[config.mk]
export PLATFORM = sky130hd
export DESIGN_NAME = bts_coord
export DESIGN_NICKNAME = d
export VERILOG_FILES = /design/src/hw/rtl/bts_pkg.sv /design/src/hw/rtl/bts_coord.sv
export SDC_FILE = /design/constraint.sdc
export NUM_CORES = 1
export LEC_CHECK = 0
export BUFFER_PORTS_ARGS = -buffer_cell sky130_fd_sc_hd__buf_2
export CAP_MARGIN = 10
export CORE_UTILIZATION = 65
export DETAILED_ROUTE_END_ITERATION = 7
export GPL_TIMING_DRIVEN = 0
export PLACE_DENSITY = 0.95
export SLEW_MARGIN = 20
export SYNTH_ARGS = -nofsm -noshare
export SYNTH_HDL_FRONTEND = slang
export SYNTH_SLANG_ARGS = --single-unit
[constraint.sdc]
create_clock -name clk -period 7.6 [get_ports clk]
set_clock_uncertainty 0.15 [all_clocks]
set_input_delay 0.76 -clock clk [delete_from_list [all_inputs] [get_ports clk]]
set_output_delay 0.76 -clock clk [all_outputs]
set_load 0.02 [all_outputs]
[src/hw/rtl/bts_pkg.sv]
// bts_pkg: shared constants, register index codes, sequencer states and control
// structs for the bilinear texture sampler; no dependencies
package bts_pkg;

  localparam int unsigned BTS_MAX_TEXELS  = 65536;
  localparam int unsigned BTS_WEIGHT_BITS = 8;

  localparam int unsigned IDX_W   = 16;
  localparam int unsigned COORD_W = 18;
  localparam int unsigned SIZE_W  = 9;
  localparam int unsigned CH_W    = 8;
  localparam int unsigned TEXEL_W = 32;
  localparam int unsigned CFG_A_W = 2;
  localparam int unsigned IN_TDATA_W  = 88;
  localparam int unsigned OUT_TDATA_W = 32;

  typedef enum logic [CFG_A_W-1:0] {
    CFG_TEX_WIDTH  = 2'd0,
    CFG_TEX_HEIGHT = 2'd1,
    CFG_HAS_ALPHA  = 2'd2
  } bts_cfg_idx_t;

  typedef enum logic [1:0] {
    SEL_00 = 2'd0,
    SEL_01 = 2'd1,
    SEL_10 = 2'd2,
    SEL_11 = 2'd3
  } bts_sel_t;

  typedef enum logic [3:0] {
    ST_IDLE,
    ST_SCALE,
    ST_INDEX,
    ST_ROW,
    ST_RD0,
    ST_RD1,
    ST_RD2,
    ST_RD3,
    ST_CAP,
    ST_HLERP,
    ST_OUT
  } bts_state_t;

  typedef struct packed {
    logic     load;
    logic     scale;
    logic     index;
    logic     row;
    bts_sel_t sel;
  } bts_coord_ctl_t;

  typedef struct packed {
    logic [3:0] cap;
    logic       hlerp;
  } bts_filt_ctl_t;

endpackage

[src/hw/rtl/bts_coord.sv]
// bts_coord: coordinate clamp, scale, neighbor index and weight generation
// steps through scale, index and row-base registers; uses bts_pkg
module bts_coord import bts_pkg::*; #(
  parameter int unsigned WEIGHT_BITS = BTS_WEIGHT_BITS
) (
  input  logic                   clk,
  input  bts_coord_ctl_t         ctl,
  input  logic [COORD_W-1:0]     u_coord,
  input  logic [COORD_W-1:0]     v_coord,
  input  logic [SIZE_W-1:0]      tex_width,
  input  logic [SIZE_W-1:0]      tex_height,
  output logic [IDX_W-1:0]       rd_idx,
  output logic [WEIGHT_BITS-1:0] fx,
  output logic [WEIGHT_BITS-1:0] fy
);

  localparam int unsigned P_W = 25;

  function automatic logic [16:0] clamp_coord(logic [COORD_W-1:0] c);
    logic [16:0] r;
    if (c[COORD_W-1]) begin
      r = '0;
    end else if (c[COORD_W-2:0] > 17'h10000) begin
      r = 17'h10000;
    end else begin
      r = c[16:0];
    end
    return r;
  endfunction

  function automatic logic [SIZE_W-1:0] fit_size(logic [SIZE_W-1:0] s);
    logic [SIZE_W-1:0] r;
    if (s == '0) begin
      r = 9'd1;
    end else if (s > 9'd256) begin
      r = 9'd256;
    end else begin
      r = s;
    end
    return r;
  endfunction

  logic [16:0]            cu_r, cv_r;
  logic [SIZE_W-1:0]      w_r, h_r;
  logic [P_W-1:0]         px_r, py_r;
  logic [7:0]             ix_r, ix1_r, iy_r, iy1_r;
  logic [WEIGHT_BITS-1:0] fx_r, fy_r;
  logic [IDX_W-1:0]       row0_r, row1_r;

  logic [SIZE_W-1:0] wm1, hm1, ixf, iyf, ixc, iyc, ixp, iyp;
  logic [IDX_W-1:0]  base;
  logic [7:0]        col;

  assign wm1 = w_r - 9'd1;
  assign hm1 = h_r - 9'd1;
  assign ixf = px_r[24:16];
  assign iyf = py_r[24:16];
  assign ixc = (ixf > wm1) ? wm1 : ixf;
  assign iyc = (iyf > hm1) ? hm1 : iyf;
  assign ixp = ixc + 9'd1;
  assign iyp = iyc + 9'd1;

  always_ff @(posedge clk) begin
    if (ctl.load) begin
      cu_r <= clamp_coord(u_coord);
      cv_r <= clamp_coord(v_coord);
      w_r  <= fit_size(tex_width);
      h_r  <= fit_size(tex_height);
    end
    if (ctl.scale) begin
      px_r <= P_W'(cu_r * w_r);
      py_r <= P_W'(cv_r * h_r);
    end
    if (ctl.index) begin
      ix_r  <= ixc[7:0];
      iy_r  <= iyc[7:0];
      ix1_r <= (ixp > wm1) ? wm1[7:0] : ixp[7:0];
      iy1_r <= (iyp > hm1) ? hm1[7:0] : iyp[7:0];
      fx_r  <= px_r[16-WEIGHT_BITS +: WEIGHT_BITS];
      fy_r  <= py_r[16-WEIGHT_BITS +: WEIGHT_BITS];
    end
    if (ctl.row) begin
      row0_r <= IDX_W'(iy_r * w_r);
      row1_r <= IDX_W'(iy1_r * w_r);
    end
  end

  always_comb begin
    case (ctl.sel)
      SEL_00:  begin base = row0_r; col = ix_r;  end
      SEL_01:  begin base = row0_r; col = ix1_r; end
      SEL_10:  begin base = row1_r; col = ix_r;  end
      SEL_11:  begin base = row1_r; col = ix1_r; end
      default: begin base = row0_r; col = ix_r;  end
    endcase
  end

  assign rd_idx = base + IDX_W'(col);
  assign fx     = fx_r;
  assign fy     = fy_r;

endmodule

==> metrics.txt <==
core area 32,500 um2; Fin. Hold Viols 0; Post-Syn Instances 2,190; Crit path depth 30; #FFs+latches synth 166; XOR/XNOR Fraction of Synth Area 0.0417; critical path's top delay family compound AO/OA/AOI/OAI gates; WP data arrival 7440 ps; Adder-Cell Fraction of Synth Area 0.387; Max Cap Viol 0; crit path max fanout 10; max incr delay on CP 400 ps; crit path kind flip-flop to flip-flop; Port-buffer cells 90; cts bufs inserted 17; Syn. warnings 0; unrepaired setup endpoints after global routing no; Die ar. 33,600 um2; largest net degree at the start of global routing 53; Worst-Margin Slew 949 ps; gpl congestion 0.947; worst skew pair latency 470 ps; leading cell types in the layout, fill and taps excluded inv_1, fa_1, nand2_1; GRT overflow 0; Post-synth EDFFs 166; dpl hpwl 39,700 um; fillers 2,149; H-tree levels 4; CTS sink count 166; Wirelength per Cell 18.7 um; drt initial violations 1,592; simple-gate portion of the synthesized area 0.177; CTS tree yes; vias per std cell 5.98; R2R depth 30; Hold-fix buffers, CTS 0; Setup crit start kind flip-flop; Compound-Gate Fraction of Synth Area 0.0571; WL final 51,400 um; CP bufs+invs 7; top_reg_cell synth edfxtp_1; most used cell, CP o21a_1; initial antenna violation count 0; Post-Syn Area 21,400 um2; post-route ant nets 0; Crit. End Element flip-flop; die width 183 um; FMAX 137 MHz; most common cell after layout, fill and taps aside inv_1; vias in the first global route 17,884; first-pass GRT wire length 84,000 um; Yosys cell types 74; clock root buffer clkbuf_16; Place WS -360 ps; nets 2,844; relative max-transition margin 0.367; die height 183 um; highest-delay cell along the critical path a2111oi_4; final period utilization 0.960; DRC 0; Total GRT Usage 0.323; setup tns final 0 ps; clock buffer depth 2; initial cell density of the core 0.659; Synth Area per Inst 9.76 um2; Worst Path Required 7740 ps; main combinational cell family by area after synthesis adder cells; layout cell share with drive strength beyond 1 0.0797; # rows 66; Async SR Flop Fraction 0; proportion of synthesized area in mux cells 0.0214; Placement Cell Area 22,400 um2; Pre-antenna DRT Iters 8; min cycle time layout 7300 ps; Final Instance Area 23,100 um2; Hold Path Class flip-flop to flip-flop; DR vias 16,444; setup slack, reg-to-reg 300 ps; syn_nets 2,734; area delta synth->final 7.95%; CTS clk-pin slew, worst paths 60 ps; PnR worst setup slack 302 ps; Worst Hold Margin 266 ps; IO Pins 93; Hold Path Cell Cnt 0; outcome complete, no violations; sequential-to-total area share from yosys stat 0.233; final slew viol count 0; final setup fails 0
synthesized netlist by cell type (22+ instances only):
cell type	n	area (um2)
o21ai_0	34	170
xnor2_1	71	622
inv_1	365	1370
ha_1	192	2400
a21oi_1	56	280
and2_1	246	1540
buf_1	24	90.1
clkbuf_1	69	259
nand2_1	289	1080
fa_1	291	5830
xor2_1	29	254
edfxtp_1	166	4980
nor2_1	66	248
nor3_1	22	110
area by class of cell:
type | count | area (um2) | area share
multi-input combinational | 1558 | 14700 | 0.637
timing repair buffer | 93 | 490 | 0.0213
sequential | 166 | 4980 | 0.216
tap | 442 | 553 | 0.0240
clock inverter | 9 | 133 | 0.00575
antenna | 1 | 2.50 | 0.000108
clock buffer | 19 | 433 | 0.0188
buffer | 99 | 402 | 0.0174
inverter | 365 | 1370 | 0.0594
per-layer routing:
| metal | share of wire | up-vias | track usage |
|---|---|---|---|
| met5 | 0 | - | 0 |
| met4 | 0.065 | 0 | 0.217 |
| met3 | 0.077 | 281 | 0.0633 |
| met2 | 0.51 | 871 | 0.573 |
| met1 | 0.35 | 8092 | 0.348 |
| li1 | - | 7200 | - |
worst register-to-register path, delay by kind of cell (launching register included):
family	cells	cell delay [ps]
AO/OA/AOI/OAI	11	2450
XOR/XNOR	2	480
adder cells (fa/ha/maj)	4	1170
buffers and inverters	7	1430
flip-flops	1	370
multiplexers	1	230
AND/OR/NAND/NOR	5	850
stage by stage:
| stage | utilization | cells |
|---|---|---|
| 6_report | 0.711 | 2752 |
| 5_1_grt | 0.711 | 2751 |
| 4_1_cts | 0.708 | 2751 |
| 3_5_place_dp | 0.690 | 2722 |
| 3_3_place_gp | 0.690 | 2722 |
| 2_1_floorplan | - | 2190 |
cells by family (layout without fill, tap and decap cells):
kind of cell	count (synthesis)	in the layout
AND/OR/NAND/NOR	747	747
AO/OA/AOI/OAI	180	180
flip-flops	166	166
other	0	1
XOR/XNOR	101	101
multiplexers	43	43
buffers and inverters	466	585
adder cells (fa/ha/maj)	487	487
flip-flops by register name, summed over array words and instances (netlist names):
signal  count
cu_r       17
cv_r       17
fx          8
fy          8
h_r         9
ix1_r       8
ix_r        8
iy1_r       8
iy_r        8
px_r       17
py_r       17
row0_r     16
row1_r     16
w_r         9
path summary, 6_finish.rpt:
| check | start | endpoint |
|---|---|---|
| hold reg to reg | py_r[13] | fy[5] |
| setup / recovery | w_r[0] | ix1_r[1] |
| hold / removal | py_r[13] | fy[5] |
| setup reg to reg | w_r[0] | ix1_r[1] |
repair_timing:
action,CTS,global route
endpoints found under the setup margin,12,14
buffers inserted,1,2
hold endpoints to repair,0,0
resized for setup,5,21
pin swaps,1,0
Power is left out: the tool's default activity adds up to more than one toggle a clock period on the data nets, which glitch-free logic cannot reach.
