--- src/hw/rtl/bts_pkg.sv ---
// bts_pkg: shared constants, register index codes, sequencer states and control
// structs for the bilinear texture sampler; no dependencies
package bts_pkg;

  localparam int unsigned BTS_MAX_TEXELS  = 65536;
  localparam int unsigned BTS_WEIGHT_BITS = 8;

  localparam int unsigned IDX_W   = 16;
  localparam int unsigned COORD_W = 18;
  localparam int unsigned SIZE_W  = 9;
  localparam int unsigned CH_W    = 8;
  localparam int unsigned TEXEL_W = 32;
  localparam int unsigned CFG_A_W = 2;
  localparam int unsigned IN_TDATA_W  = 88;
  localparam int unsigned OUT_TDATA_W = 32;

  typedef enum logic [CFG_A_W-1:0] {
    CFG_TEX_WIDTH  = 2'd0,
    CFG_TEX_HEIGHT = 2'd1,
    CFG_HAS_ALPHA  = 2'd2
  } bts_cfg_idx_t;

  typedef enum logic [1:0] {
    SEL_00 = 2'd0,
    SEL_01 = 2'd1,
    SEL_10 = 2'd2,
    SEL_11 = 2'd3
  } bts_sel_t;

  typedef enum logic [3:0] {
    ST_IDLE,
    ST_SCALE,
    ST_INDEX,
    ST_ROW,
    ST_RD0,
    ST_RD1,
    ST_RD2,
    ST_RD3,
    ST_CAP,
    ST_HLERP,
    ST_OUT
  } bts_state_t;

  typedef struct packed {
    logic     load;
    logic     scale;
    logic     index;
    logic     row;
    bts_sel_t sel;
  } bts_coord_ctl_t;

  typedef struct packed {
    logic [3:0] cap;
    logic       hlerp;
  } bts_filt_ctl_t;

endpackage

--- src/hw/rtl/bts_filter.sv ---
// bts_filter: texel capture and two-pass bilinear blend per channel
// horizontal lerp registered, vertical lerp combinational; uses bts_pkg
module bts_filter import bts_pkg::*; #(
  parameter int unsigned WEIGHT_BITS = BTS_WEIGHT_BITS
) (
  input  logic                   clk,
  input  bts_filt_ctl_t          ctl,
  input  logic [TEXEL_W-1:0]     rdata,
  input  logic [WEIGHT_BITS-1:0] fx,
  input  logic [WEIGHT_BITS-1:0] fy,
  input  logic                   has_alpha,
  output logic [TEXEL_W-1:0]     pixel
);

  localparam int unsigned LW = WEIGHT_BITS + CH_W + 1;

  function automatic logic [CH_W-1:0] lerp(logic [CH_W-1:0] a, logic [CH_W-1:0] b,
                                           logic [WEIGHT_BITS-1:0] f);
    logic [WEIGHT_BITS:0] g;
    logic [LW-1:0]        s;
    g = {1'b1, {WEIGHT_BITS{1'b0}}} - {1'b0, f};
    s = LW'(a) * LW'(g) + LW'(b) * LW'(f);
    return s[WEIGHT_BITS +: CH_W];
  endfunction

  logic [TEXEL_W-1:0] t_r [4];
  logic [CH_W-1:0]    top_r [4];
  logic [CH_W-1:0]    bot_r [4];
  logic [CH_W-1:0]    v [4];

  always_ff @(posedge clk) begin
    for (int k = 0; k < 4; k++) begin
      if (ctl.cap[k]) begin
        t_r[k] <= rdata;
      end
    end
    if (ctl.hlerp) begin
      for (int c = 0; c < 4; c++) begin
        top_r[c] <= lerp(t_r[0][c*CH_W +: CH_W], t_r[1][c*CH_W +: CH_W], fx);
        bot_r[c] <= lerp(t_r[2][c*CH_W +: CH_W], t_r[3][c*CH_W +: CH_W], fx);
      end
    end
  end

  always_comb begin
    for (int c = 0; c < 4; c++) begin
      v[c] = lerp(top_r[c], bot_r[c], fy);
    end
  end

  assign pixel = {has_alpha ? v[3] : {CH_W{1'b0}}, v[2], v[1], v[0]};

endmodule

--- config.mk ---
export PLATFORM = sky130hd
export DESIGN_NAME = bts_filter
export DESIGN_NICKNAME = d
export VERILOG_FILES = /design/src/hw/rtl/bts_pkg.sv /design/src/hw/rtl/bts_filter.sv
export SDC_FILE = /design/constraint.sdc
export NUM_CORES = 2
export LEC_CHECK = 0
export BUFFER_PORTS_ARGS = -buffer_cell sky130_fd_sc_hd__buf_2
export CAP_MARGIN = 20
export CORE_AREA = 2 2 413 517
export DETAILED_ROUTE_END_ITERATION = 7
export DIE_AREA = 0 0 415 519
export GPL_TIMING_DRIVEN = 0
export PLACE_DENSITY = 0.39
export SLEW_MARGIN = 20
export SYNTH_ARGS = -nofsm -noshare
export SYNTH_HDL_FRONTEND = slang
export SYNTH_SLANG_ARGS = --single-unit
--- constraint.sdc ---
create_clock -name clk -period 9.45 [get_ports clk]
set_clock_uncertainty 0.1 [all_clocks]
set_input_delay 0.4725 -clock clk [delete_from_list [all_inputs] [get_ports clk]]
set_output_delay 0.4725 -clock clk [all_outputs]
set_load 0.005 [all_outputs]
==> summary by stage <==
Worst setup path
The critical path class is in -> reg. In this run the worst path has a maximum fanout of 10. The worst setup path is launched from an input pin. The critical path goes through buf_2 > buf_2 > inv_2 > ha_1 > nand3_1 > xor2_4 > clkbuf_1 > nand2_1 > fa_1 > fa_1 > inv_1 > fa_1 > fa_1 > fa_1 > inv_1 > fa_1 > inv_1 > ha_1 > and3_1 > a221o_1 > a311oi_4 > a21oi_2 > a311oi_2 > xnor2_1. On the worst path, the slowest cell contributes a delay of 0.74 ns. Data on the critical path arrives at its endpoint at 9.35 ns. For this design, the slowest cell found on the critical path is sky130_fd_sc_hd__clkbuf_1. The cell repeated most along the worst path is sky130_fd_sc_hd__fa_1. The critical path data required time is 9.56 ns.

The kind of cell adding the most delay to the critical path is adder cells. The worst setup path is captured at a flip-flop. The number of buffers and inverters on the critical path is 7.

Logic synthesis
Each instance of the synthesized netlist takes up on average 9.42 um^2. The number of synthesized flops with an enable pin is 192. Synthesis produced a netlist with a net count of 8,196. Of all flip-flops after synthesis, the portion carrying an async set or reset was 0. The most common flop cell mapped by yosys is sky130_fd_sc_hd__edfxtp_1. The sequential element share of the synthesized area is 0.0984.

The distinct cell type count of the synthesized netlist is 69. The number of standard cells after synthesis is 6,219. Yosys printed 0 warnings. After synthesis the netlist holds a flip-flop and latch count of 192.

The cell area after technology mapping is 58,600 um^2.

GRT
In the global route stage, overall resource usage came out at 0.199. The first global-routing pass estimated 308,000 um of wire. The pin count of the biggest net entering global routing is 56.

The via count of the first global-routing pass is 44,700. The sum of overflow across all layers after global routing is 0. The initial antenna violation count is 44.

STA
The max-slew violation count came to 0. The final number of setup-violating endpoints is 0. Of the available clock period, the critical path in the final layout requires 0.977. Static timing analysis puts the maximum clock frequency at 0.108 GHz. The number of hold violations in the final report was 0. The slew at the pin closest to its max-slew limit is 1.17 ns. The worst path meets setup with 0.213 ns of slack. For the finished layout, the period the worst path requires is 9.24 ns.

The headroom to the max-slew limit is 0.217.

Placement
The congestion estimate from routability-driven global placement came to 0.859. The pre-CTS worst setup slack is -0.990 ns. During placement, the flow inserted port buffers numbering 80. The sum of net half-perimeters after detailed placement is 173,000 um.

Floorplan
87 I/O pins were placed. For this configuration, the core starts out at a cell density of 0.278. The die outline height is 519 um.

The horizontal die dimension is 415 um. The die area is 215,000 um^2. The placement row count is 189. In this run the standard cell core region covers 211,000 um^2.

Final layout
The area overhead of the layout relative to synthesis is 8.60%. The layout net count is 8,314. The layout cell share with drive strength beyond 1 is 0.0369.

Run status
The flow ran to the end, and the final reports show no timing, DRC or antenna violations.

Clock network
The maximum root-to-sink buffer count is 2. The cell at the root of the clock tree is sky130_fd_sc_hd__clkbuf_16. The CTS tree is done. The clock insertion delay at the later pin of the skew report is 0.55 ns.

The clock tree synthesis step divided the H-tree into 4 levels. Counting the buffers created by CTS gives 17. Clock-pin slew was measured on the worst setup and hold paths at 0.08 ns. The number of sinks driven by the clock tree is 192.

Route
The pre-antenna-repair detailed-routing pass consisted of 7 iterations. The detail route stage leaves a number of antenna-violating nets equal to 0. Dividing the detail-routed via count by the number of cells gives 4.46. In this run, the number of DRC markers left after iteration 0 of detailed routing was 1,951. The detailed-route via count is 40,700.

In the routed design, unresolved DRC markers number 0. Wires add up to 209,000 um. Dividing the detail-routed wire length by the instance count gives 22.9 um.

Run
The tool flagged a number of max-cap violations equal to 0.

Min path
The worst hold path belongs to the class in -> reg.
==> final timing paths <==
kind | startpoint | cells past startpoint | slack (ns) | endpoint
setup / recovery | fx[0] | 24 | 0.21 | top_r[3][7]$_DFFE_PP_
hold / removal | rdata[28] | 1 | 0.12 | t_r[0][28]$_DFFE_PP_
setup reg to reg | t_r[2][18]$_DFFE_PP_ | 18 | 2.59 | bot_r[2][7]$_DFFE_PP_
hold reg to reg | t_r[0][15]$_DFFE_PP_ | 4 | 1.00 | top_r[1][7]$_DFFE_PP_
==> registers in the layout, summed over array words and instances (netlist names) <==
name   cells
bot_r     32
t_r      128
top_r     32
==> synth_stat cells (9+ instances only) <==
cell type                  number  area [um^2]
sky130_fd_sc_hd__fa_1        1200        24000
sky130_fd_sc_hd__xnor2_1      122         1070
sky130_fd_sc_hd__o21ai_1       14         70.1
sky130_fd_sc_hd__nor2_1        57          214
sky130_fd_sc_hd__a21o_1        18          135
sky130_fd_sc_hd__inv_1       1705         6400
sky130_fd_sc_hd__nand3_1       14         70.1
sky130_fd_sc_hd__nor2b_1       12         75.1
sky130_fd_sc_hd__a21oi_1       46          230
sky130_fd_sc_hd__buf_1         42          158
sky130_fd_sc_hd__nand2_1      596         2240
sky130_fd_sc_hd__edfxtp_1     192         5770
sky130_fd_sc_hd__a211oi_1       9         67.6
sky130_fd_sc_hd__o211ai_1      12         90.1
sky130_fd_sc_hd__nand4_1       16          100
sky130_fd_sc_hd__xor2_1        45          394
sky130_fd_sc_hd__o21ai_0       18         90.1
sky130_fd_sc_hd__clkbuf_1     184          691
sky130_fd_sc_hd__ha_1         722         9030
sky130_fd_sc_hd__o21a_1        21          158
sky130_fd_sc_hd__and2_1      1039         6500
sky130_fd_sc_hd__nor3_1        26          130
==> metal layers <==
| layer | part of all wire | GRT usage | up-vias |
|---|---|---|---|
| li1 | - | - | 18400 |
| met1 | 0.41 | 0.243 | 21400 |
| met2 | 0.53 | 0.371 | 747 |
| met3 | 0.036 | 0.0203 | 172 |
| met4 | 0.025 | 0.0468 | 8 |
| met5 | 0.00023 | 0 | - |
==> timing repair <==
item | in CTS | in global routing
setup buffers | 0 | 0
endpoints found under the setup margin | 6 | 2
resized for setup | 2 | 4
hold buffers | 0 | 0
==> per-stage QoR <==
step	cells	hold WS [ns]	instance area [um^2]	TNS (ns)	utilization
3_3_place_gp	9068	0.670	62500	-91.51	0.296
4_1_cts	9116	0.0752	63600	0	0.301
6_report	9128	0.119	63600	0	0.302
3_5_place_dp	9086	0.675	63000	-13.41	0.299
5_1_grt	9118	0.0949	63600	-0.00625	0.302
2_1_floorplan	6219	0.471	58600	0	-
==> cell usage in the layout (no fill, tap or decap), drive strengths merged, types with 7 or more instances in the layout <==
master,instances
nand3,14
nand2,596
nand4,16
xor2,45
or2,9
clkbuf,201
a21oi,48
edfxtp,192
xnor2,122
ha,722
a211oi,9
o21a,21
diode,10
o21ai,32
nor3,28
nor2,57
a21o,18
and3,8
fa,1200
buf,144
o21bai,7
and2,1040
inv,1712
nor2b,12
o211ai,12
==> final cells by class <==
class	count	area, um^2
tap	2769	3460
fill	22500	147000
inverter	1706	6400
timing repair buffer	100	828
sequential	192	5770
multi-input combinational	4093	45600
clock inverter	13	126
buffer	227	945
clock buffer	18	429
antenna	10	25.0
==> cell families after synthesis <==
kind of cell,after synthesis,synth area share
flip-flops,192,0.0984
buffers and inverters,1934,0.124
adder cells (fa/ha/maj),1922,0.564
AND/OR/NAND/NOR,1805,0.165
AO/OA/AOI/OAI,199,0.0240
XOR/XNOR,167,0.0250
==> worst register-to-register path: stages, from the launching register on <==
cell and delay (ns):
sky130_fd_sc_hd__edfxtp_1 0.32, sky130_fd_sc_hd__buf_1 0.48, sky130_fd_sc_hd__nand2_1 0.16, sky130_fd_sc_hd__fa_1 0.53, sky130_fd_sc_hd__fa_1 0.56, sky130_fd_sc_hd__inv_1 0.06, sky130_fd_sc_hd__fa_1 0.48, sky130_fd_sc_hd__fa_1 0.53
sky130_fd_sc_hd__fa_1 0.51, sky130_fd_sc_hd__inv_1 0.05, sky130_fd_sc_hd__fa_1 0.49, sky130_fd_sc_hd__inv_1 0.05, sky130_fd_sc_hd__ha_1 0.32, sky130_fd_sc_hd__a2111oi_2 0.43, sky130_fd_sc_hd__o211ai_1 0.27, sky130_fd_sc_hd__a41o_1 0.34
sky130_fd_sc_hd__a211oi_1 0.30, sky130_fd_sc_hd__o31ai_1 0.16, sky130_fd_sc_hd__xnor2_1 0.45
Power is left out: the tool's default activity adds up to more than one toggle a clock period on the data nets, which glitch-free logic cannot reach.
